===== src/rtl/tdpt_pkg.sv =====
// Shared types and constants for the trial division prime test block.
package tdpt_pkg;

  localparam int unsigned DIV_TWO    = 2;
  localparam int unsigned DIV_THREE  = 3;
  localparam int unsigned DIV_FIVE   = 5;
  localparam int unsigned DIV_SEVEN  = 7;
  localparam int unsigned DIV_ELEVEN = 11;
  localparam int unsigned DIV_STRIDE = 2;

  typedef enum logic [1:0] {
    ST_IDLE,
    ST_DIV,
    ST_EVAL
  } tdpt_state_t;

  typedef struct packed {
    logic load;      // capture a new value and restart with divisor two
    logic step;      // one restoring division step
    logic next_div;  // advance the trial divisor and restart the division
  } tdpt_cmd_t;

  typedef struct packed {
    logic finish;    // the held value and the current division settle the answer
    logic prime;     // the answer, valid when finish is high
  } tdpt_status_t;

endpackage


===== src/rtl/tdpt_datapath.sv =====
// Datapath: held value, trial divisor and a one-bit-per-cycle restoring divider.
module tdpt_datapath import tdpt_pkg::*; #(
  parameter int DATA_WIDTH = 32
) (
  input  logic                  clk,
  input  logic                  rst,
  input  logic [DATA_WIDTH-1:0] value,
  input  tdpt_cmd_t             cmd,
  output tdpt_status_t          status
);

  logic [DATA_WIDTH-1:0] held_value;
  logic [DATA_WIDTH-1:0] trial_divisor;
  logic [DATA_WIDTH-1:0] partial_remainder;
  logic [DATA_WIDTH-1:0] quotient;

  logic [DATA_WIDTH:0]   trial;
  logic                  fits;
  logic [DATA_WIDTH-1:0] divisor_next;
  logic                  trivial;
  logic                  rem_zero;
  logic                  small_div;
  logic                  loop_div;
  logic                  past_root;

  // Shift the next dividend bit into the remainder and subtract if it fits.
  assign trial = {partial_remainder, quotient[DATA_WIDTH-1]};
  assign fits  = trial >= {1'b0, trial_divisor};

  always_comb begin
    case (trial_divisor)
      DATA_WIDTH'(DIV_TWO):   divisor_next = DATA_WIDTH'(DIV_THREE);
      DATA_WIDTH'(DIV_THREE): divisor_next = DATA_WIDTH'(DIV_FIVE);
      DATA_WIDTH'(DIV_FIVE):  divisor_next = DATA_WIDTH'(DIV_SEVEN);
      DATA_WIDTH'(DIV_SEVEN): divisor_next = DATA_WIDTH'(DIV_ELEVEN);
      default:                divisor_next = trial_divisor + DATA_WIDTH'(DIV_STRIDE);
    endcase
  end

  always_ff @(posedge clk) begin
    if (rst) begin
      held_value        <= '0;
      trial_divisor     <= '0;
      partial_remainder <= '0;
      quotient          <= '0;
    end else if (cmd.load) begin
      held_value        <= value;
      trial_divisor     <= DATA_WIDTH'(DIV_TWO);
      partial_remainder <= '0;
      quotient          <= value;
    end else if (cmd.step) begin
      partial_remainder <= fits ? DATA_WIDTH'(trial - {1'b0, trial_divisor})
                                : trial[DATA_WIDTH-1:0];
      quotient          <= {quotient[DATA_WIDTH-2:0], fits};
    end else if (cmd.next_div) begin
      trial_divisor     <= divisor_next;
      partial_remainder <= '0;
      quotient          <= held_value;
    end
  end

  // After a full division, quotient holds n / d and partial_remainder n % d.
  assign trivial   = held_value[DATA_WIDTH-1] || (held_value <= DATA_WIDTH'(1));
  assign rem_zero  = partial_remainder == '0;
  assign small_div = trial_divisor <= DATA_WIDTH'(DIV_ELEVEN);
  assign loop_div  = trial_divisor >= DATA_WIDTH'(DIV_ELEVEN);
  assign past_root = loop_div && (trial_divisor > quotient);

  always_comb begin
    status.finish = trivial || rem_zero || past_root;
    if (trivial) begin
      status.prime = 1'b0;
    end else if (small_div && rem_zero) begin
      status.prime = held_value == trial_divisor;
    end else if (past_root) begin
      status.prime = 1'b1;
    end else begin
      status.prime = 1'b0;
    end
  end

endmodule


===== config.mk =====
export PLATFORM = sky130hd
export DESIGN_NAME = tdpt_datapath
export DESIGN_NICKNAME = d
export VERILOG_FILES = /design/src/rtl/tdpt_pkg.sv /design/src/rtl/tdpt_datapath.sv
export SDC_FILE = /design/constraint.sdc
export NUM_CORES = 1
export LEC_CHECK = 0
export BUFFER_PORTS_ARGS = -buffer_cell sky130_fd_sc_hd__buf_2
export CAP_MARGIN = 0
export CORE_ASPECT_RATIO = 0.7
export CORE_MARGIN = 10
export CORE_UTILIZATION = 52
export CTS_CLUSTER_SIZE = 16
export DETAILED_ROUTE_END_ITERATION = 10
export PLACE_DENSITY = 0.71
export SKIP_CTS_REPAIR_TIMING = 1
export SLEW_MARGIN = 20
export SYNTH_ARGS = -nofsm -noshare
export SYNTH_HDL_FRONTEND = slang
export SYNTH_SLANG_ARGS = --single-unit

===== constraint.sdc =====
create_clock -name clk -period 8.5 [get_ports clk]
set_input_delay 1.7 -clock clk [delete_from_list [all_inputs] [get_ports clk]]
set_output_delay 1.7 -clock clk [all_outputs]
set_load 0.03 [all_outputs]

Yosys cells after proc, flatten, opt, wreduce, memory -nomap -nowiden. Cells that the tools add are included.

Word-level logic and storage cells: 44. Flip-flop bits (word level): 128. Output and inout port bits: 2.

Bitwise gates (word level): 1. Mux-type cells: 13. Add/sub/neg operators: 2. Reductions and logical operators: 12. Order comparisons: 5. Eq/ne operators: 6.

Operator list (count): $mux 32 (6); $pmux 32 s4 (1); $eq 32x2->1 const B (2); $eq 32x3->1 const B (2); $ge 33x32->1 (1); $add 32x2->32 const B (1); $eq 32x32->1 (1); $ge 32x4->1 const B (1); $gt 32x32->1 (1); $le 32x1->1 const B (1); $le 32x4->1 const B (1); $logic_not 32->1 (1); $sub 32x32->32 (1); $mux 2 (3); $reduce_and 2->1 (2); $reduce_bool 2->1 (2); $logic_or 1x1->1 (3); $mux 1 (3); $reduce_bool 3->1 (1); $logic_and 1x1->1 (2); $ne 2x1->1 const B (1); $reduce_or 2->1 (1); $not 1->1 (1).

Logic depth before layout (Yosys ltp). Gate-level depths: netlist (run 1).

Depth in word-level cells: 5. Mapped depth: 13. Depth with buffers taken out: 11.

Worst setup path after synthesis (run 1). No wires, ideal clock.

Path type: flip-flop to output port. From: register trial_divisor[0]. To: output port status[0] (netlist name). Setup slack: 4642 ps. Arrival time: 2158 ps. Required time: 6800 ps. Stages on the path, launching flop included: 12. Path buffers: 1. Path through: dfxtp_1 > clkbuf_1 > inv_1 > ha_1 > nor2b_1 > o21a_1 > o21a_1 > o211ai_1 > a311oi_1 > or2_2 > o211ai_1 > a21oi_1.

RTL lines: start: declaration (line tdpt_datapath.sv:13) `logic [DATA_WIDTH-1:0] trial_divisor;`; start signal: assignment (line tdpt_datapath.sv:48) `trial_divisor <= DATA_WIDTH'(DIV_TWO);`; start signal: assignment (line tdpt_datapath.sv:56) `trial_divisor <= divisor_next;`; end: declaration (line tdpt_datapath.sv:9) `output tdpt_status_t status`.

==> reports/results.txt, run 1 <==
Maximum frequency from static timing analysis = 211.7 MHz
Final Non-Filler Cells = 1383
TritonCTS clock tree = built
Initial DRT Pass Iterations = 6
Worst slew pin tran = 0.9793 ns
Result of the run = finished clean
Part of the Yosys area used for sequential elements = 28.78%
Type of the worst setup path = reg -> out
R2R Setup Slk = 4.59 ns
Critical path startpoint = trial_divisor[26]
Total design power = 4.528 mW
Floorplan die area = 22840 µm²
Relative max-transition margin = 34.56%
Final hold violation count = 0
Highest-count cells in the layout ignoring fill and taps = sky130_fd_sc_hd__nor2_1, sky130_fd_sc_hd__dfxtp_1, sky130_fd_sc_hd__a21oi_1
Number of library cell types mapped by synthesis = 60
Crit Reg-Reg Endpoint = partial_remainder[8]
Antenna violations before repair = 0
Via count = 8323
Buffers from clock root to sink, at most = 2
Die outline width = 176.4 µm
Rows = 39
Maximum number of pins on one net before global-route repair = 71
Type of the tightest min-delay check = reg -> reg
Net count of the mapped netlist = 1247
Source-to-sink clock delay at the later pin of the worst-skew pair = 0.43 ns
Clock-pin transition on the worst setup and hold timing paths = 0.06 ns
Total Routing Usage GR = 22.01%
Hold Crit Endpoint = partial_remainder[25]
WL per Instance = 18.17 µm
Ratio of routed vias to standard cells = 6.018
R2r startpoint = trial_divisor[23]
Number of endpoints failing setup at the final stage = 0
Buffers on Ports = 38
Number of nets in the finished design = 1248
Data required time at the worst endpoint = 6.80 ns
Share of the clock period used by the worst path after layout = 55.56%
Source of the worst hold timing path = partial_remainder[25]
Arrival time of the worst setup path = 3.02 ns
Placed instance count = 1350
Leakage = 4.208 nW
Share of flip-flops with an asynchronous set or reset after synthesis = 0%
Setup crit end kind = primary output
Number of diodes = 0
Detailed-placement wirelength estimate = 18180 µm
Max Cap Violations = 0
Post-Route Hold Slack = 0.4876 ns
Core Region = 16540 µm²
Avg Cell Area, Syn = 7.784 µm²
Clock net sink count = 128
Clock period minus worst slack = 4.723 ns
Setup repair after global routing missed its margin = no
Final antenna-violating net count = 0
Count of flip-flops with a built-in enable after synthesis = 0
Io pins = 39
Cell depth of the worst flop-to-flop path = 10
Overall die height = 129.5 µm
Peak supply drop = 0.0004155 V
Setup TNS = 0 ns
Yosys synthesis warning count = 0
Most frequent standard cell in the layout excluding fill and tap cells = sky130_fd_sc_hd__nor2_1
Flip-flop and latch count after synthesis = 128
Routability-driven placement congestion ratio = 0.9506
Clk_skew = 0.008974 ns
Netlist Area Pre-Place = 8905 µm²
Clk Tree Root Cell = sky130_fd_sc_hd__clkbuf_16
Min-Delay Path Depth = 2
Number of buffers added by the clock tree synthesis step = 17
Number of instances in the synthesized netlist = 1144
Startpoint type of the worst setup path = register
Wire length of the first global-routing pass = 40870 µm
Number of DRC violations after detailed routing = 0
Prevailing post-synth register cell = sky130_fd_sc_hd__dfxtp_1
Highest fanout seen on the critical path = 5
Number of global-route vias before repair = 7520
Total Wirelength = 25130 µm
Effective utilization at floorplan = 53.83%
Number of levels in the clock H-tree = 4
Number of max-slew violations in the final report = 0
Overall overflow remaining after global route = 0
Number of design-rule violations left by the first detailed-router iteration = 954
Area delta synth->final = 10.48%
Cell area power density = 460.2 nW/µm²
Share of layout cells above drive strength 1 = 7.513%
## registers in the layout (all words and copies together) (netlist names)
register	flops
quotient	32
partial_remainder	32
trial_divisor	32
held_value	32
## layout make-up
| cell class | count | area (µm²) |
|---|---|---|
| clock buffer | 20 | 466.7 |
| clock inverter | 12 | 181.4 |
| fill | 1527 | 6704 |
| inverter | 71 | 266.5 |
| multi-input combinational | 883 | 5834 |
| sequential | 128 | 2562 |
| tap | 225 | 281.5 |
| timing repair buffer | 44 | 245.2 |
## cell families after synthesis
group,synth area share (%)
simple gates,21.50
compound gates,19.76
buf+inv,5.901
flops,28.78
xor+xnor,8.065
fa+ha+maj,9.358
mux,6.646
## Yosys cell counts, drive strengths merged (7+ instances only)
cell	number	area [µm²]
dfxtp	128	2562
a21oi	89	449.2
inv	71	266.5
xor2	41	359.1
a32oi	8	70.07
nand3	34	170.2
nor2	165	619.3
nor3	15	75.07
clkbuf	49	183.9
and3	7	43.79
nor2b	11	68.82
nand4	25	156.4
a21o	15	120.1
mux2i	58	580.6
nand2b	8	50.05
or3	7	43.79
buf	13	75.06
nor4	36	225.2
ha	65	813.3
o21a	7	52.55
xnor2	41	359.1
nand2	70	262.8
o21ai	49	245.2
o211ai	9	67.56
a211oi	65	488.0
a31oi	7	58.81
## through the flow
stage | util, % | cell area [µm²] | setup slack, ns
2_1_floorplan | - | 8905 | 4.642
3_3_place_gp | 55.42 | 9168 | 4.118
3_5_place_dp | 55.46 | 9175 | 4.078
4_1_cts | 59.38 | 9823 | 3.829
5_1_grt | 59.47 | 9838 | 3.627
6_report | 59.47 | 9838 | 3.777
## worst max-delay path, cell delays in order, from the launching register on
cell,delay [ns]
sky130_fd_sc_hd__dfxtp_1,0.37
sky130_fd_sc_hd__ha_1,0.34
sky130_fd_sc_hd__nand4_1,0.14
sky130_fd_sc_hd__nor2_1,0.13
sky130_fd_sc_hd__and4_1,0.34
sky130_fd_sc_hd__nand4_1,0.16
sky130_fd_sc_hd__a311oi_1,0.40
sky130_fd_sc_hd__or2_2,0.20
sky130_fd_sc_hd__o211ai_1,0.09
sky130_fd_sc_hd__a21oi_1,0.19
sky130_fd_sc_hd__buf_2,0.22
## per-layer routing
| metal | GRT usage [%] | wire length, µm | part of all wire (%) |
|---|---|---|---|
| met4 | 6.013 | 312 | 1.2 |
| met3 | 4.991 | 1872 | 7.4 |
| met2 | 30.68 | 10070 | 40 |
| met5 | 0 | 0 | 0 |
| met1 | 32.86 | 12880 | 51 |
## worst max-delay path by stage
stage	end	cells after the start	slack (ns)
global placement	trial_divisor[30]	10	4.12
global route	status[0]	10	3.63
CTS	status[0]	10	3.83
finish	status[0]	10	3.78
detailed placement	trial_divisor[30]	10	4.08
floorplan	status[0]	11	4.64
## report_power, final
part           internal [mW]  total [mW]  switching (mW)
clock network          0.515       0.806           0.291
logic                   1.24        2.97            1.73
registers              0.673       0.754          0.0806
Power figures use the tool's default switching activity.
==> run 2: changes to the inputs <==
==> constraint.sdc (replaced) <==
create_clock -name clk -period 4.8 [get_ports clk]
set_input_delay 0.96 -clock clk [delete_from_list [all_inputs] [get_ports clk]]
set_output_delay 0.96 -clock clk [all_outputs]
set_load 0.03 [all_outputs]
==> reports/results.txt, run 2 (synthesis results as in run 1) <==
Ratio of routed vias to standard cells = 6.060 (was 6.018)
Share of the clock period used by the worst path after layout = 81.99%
Worst slew pin tran = 0.9898 ns (was 0.9793 ns)
Cell area power density = 810.2 nW/µm² (was 460.2 nW/µm²)
Relative max-transition margin = 33.86% (was 34.56%)
Type of the tightest min-delay check = reg -> reg (unchanged)
Total design power = 7.945 mW (was 4.528 mW)
Floorplan die area = 22840 µm² (unchanged)
Fraction of power spent switching nets = 47.15% (was 46.32%)
Setup TNS = 0 ns (unchanged)
Core Region = 16540 µm² (unchanged)
Total Wirelength = 25870 µm (was 25130 µm)
Pre-CTS worst setup slack = 1.145 ns (was 4.078 ns)
Result of the run = finished clean (unchanged)
WL per Instance = 18.69 µm (was 18.17 µm)
Number of DRC violations after detailed routing = 0 (unchanged)
Clock-pin transition on the worst setup and hold timing paths = 0.06 ns (about the same)
Routability-driven placement congestion ratio = 0.9780 (was 0.9506)
Share of layout cells above drive strength 1 = 7.506% (was 7.513%)
Area delta synth->final = 10.13% (was 10.48%)
Cell breakdown of the critical path = ha_1, nor2b_1, o21a_1, o21a_1, o211ai_1, a311oi_1, or2_2, o211ai_1, a21oi_1, buf_2 (was ha_1, nand4_1, nor2_1, and4_1, nand4_1, a311oi_1, or2_2, o211ai_1, a21oi_1, buf_2)
Pint = 4.199 mW (was 2.430 mW)
Area taken by multi-input logic gates = 5827 µm² (was 5834 µm²)
Antenna violations before repair = 0 (unchanged)
Rows = 39 (unchanged)
Io pins = 39 (unchanged)
Clock period minus worst slack = 3.935 ns
Clock net sink count = 128 (unchanged)
Number of design-rule violations left by the first detailed-router iteration = 895 (was 954)
Buffers from clock root to sink, at most = 2 (unchanged)
Maximum frequency from static timing analysis = 254.1 MHz
NetSw = 3.746 mW (was 2.097 mW)
TritonCTS clock tree = built (unchanged)
Post-route worst setup slack = 0.8646 ns (was 3.777 ns)
Final Non-Filler Cells = 1384 (was 1383)
Clk Tree Root Cell = sky130_fd_sc_hd__clkbuf_16 (unchanged)
Data required time at the worst endpoint = 3.84 ns (was 6.80 ns)
Final hold violation count = 0 (unchanged)
Total Routing Usage GR = 22.46% (was 22.01%)
Clk_skew = 0.008717 ns (was 0.008974 ns)
Detailed-placement wirelength estimate = 19110 µm (was 18180 µm)
Placed inst area = 9190 µm² (was 9175 µm²)
Type of the worst setup path = reg -> out (unchanged)
Source-to-sink clock delay at the later pin of the worst-skew pair = 0.42 ns (was 0.43 ns)
Final antenna-violating net count = 0 (unchanged)
Highest fanout seen on the critical path = 10 (was 5)
Via count = 8387 (was 8323)
Setup crit end kind = primary output (unchanged)
Overall overflow remaining after global route = 0 (unchanged)
Wire length of the first global-routing pass = 41490 µm (was 40870 µm)
Number of buffers added by the clock tree synthesis step = 17 (unchanged)
Number of global-route vias before repair = 7591 (was 7520)
Maximum number of pins on one net before global-route repair = 70 (was 71)
Slowest stage delay, CP = 0.64 ns (was 0.40 ns)
Overall die height = 129.5 µm (unchanged)
Most frequent standard cell in the layout excluding fill and tap cells = sky130_fd_sc_hd__nor2_1 (unchanged)
Buffers on Ports = 38 (unchanged)
Die outline width = 176.4 µm (unchanged)
Max stage delay cell, worst path = sky130_fd_sc_hd__dfxtp_1 (was sky130_fd_sc_hd__a311oi_1)
Number of diodes = 0 (unchanged)
Share of power burned in combinational logic = 65.7% (was 65.6%)
Peak supply drop = 0.0008046 V (was 0.0004155 V)
Effective utilization at floorplan = 53.83% (unchanged)
Total area of sequential cells = 2562 µm² (unchanged)
Number of endpoints failing setup at the final stage = 0 (unchanged)
Number of levels in the clock H-tree = 4 (unchanged)
Startpoint type of the worst setup path = register (unchanged)
Number of nets in the finished design = 1250 (was 1248)
Layout Cell Area excl Fill = 9807 µm² (was 9838 µm²)
Setup repair after global routing missed its margin = no (unchanged)
Number of max-slew violations in the final report = 0 (unchanged)
Arrival time of the worst setup path = 2.98 ns (was 3.02 ns)
Max Cap Violations = 0 (unchanged)
# fillers = 1541 (was 1527)
Clock share of power = 17.5% (was 17.8%)
Placed instance count = 1353 (was 1350)
Leakage = 4.201 nW (was 4.208 nW)
Share of power burned in registers = 16.9% (was 16.7%)
Initial DRT Pass Iterations = 6 (unchanged)
Highest-count cells in the layout ignoring fill and taps = sky130_fd_sc_hd__nor2_1, sky130_fd_sc_hd__dfxtp_1, sky130_fd_sc_hd__a21oi_1 (unchanged)
[run 2: worst paths after layout]
kind / startpoint / end / slack, ns / depth (start not counted)
setup / recovery: trial_divisor[1] / status[0] / 0.86 / 10
hold / removal: partial_remainder[12] / partial_remainder[12] / 0.49 / 2
hold reg to reg: partial_remainder[12] / partial_remainder[12] / 0.49 / 2
setup reg to reg: trial_divisor[1] / partial_remainder[21] / 0.99 / 10
[run 2: worst max-delay path, delay by kind of cell (launching register included)]
kind	cells	cell delay, ns
AO/OA/AOI/OAI	6	0.95
flip-flops	1	0.64
AND/OR/NAND/NOR	2	0.44
adder cells (fa/ha/maj)	1	0.33
buffers and inverters	1	0.19
[run 2: final cells by class]
type | count | area share [%]
multi-input cells | 883 | 59.42
flip-flops and latches | 128 | 26.13
clock inverters | 13 | 1.914
clock buffers | 18 | 4.376
inverters | 71 | 2.718
repair buffers | 46 | 2.577
well taps | 225 | 2.871
[run 2: routing by layer]
metal	track usage, %	part of all wire [%]	wire, µm
met4	4.682	0.89	229
met2	29.79	38	9945
met1	34.64	51	13190
met5	0	0	0
met3	6.094	9.7	2496
[run 2: power groups by stage]
stage / sequential (mW) / combinational, mW / clock (mW)
floorplan: 1.30 / 4.09 / 0
global placement: 1.35 / 5.04 / 0
detailed placement: 1.35 / 5.07 / 0
CTS: 1.33 / 5.09 / 1.39
global route: 1.36 / 5.64 / 1.45
finish: 1.34 / 5.22 / 1.39
[run 2: stage by stage]
step	utilization, %	hold slack, ns
floorplan	-	0.4570
global placement	55.56	0.4780
detailed placement	55.56	0.4851
CTS	59.28	0.4938
global route	59.28	0.5150
finish	59.28	0.4915
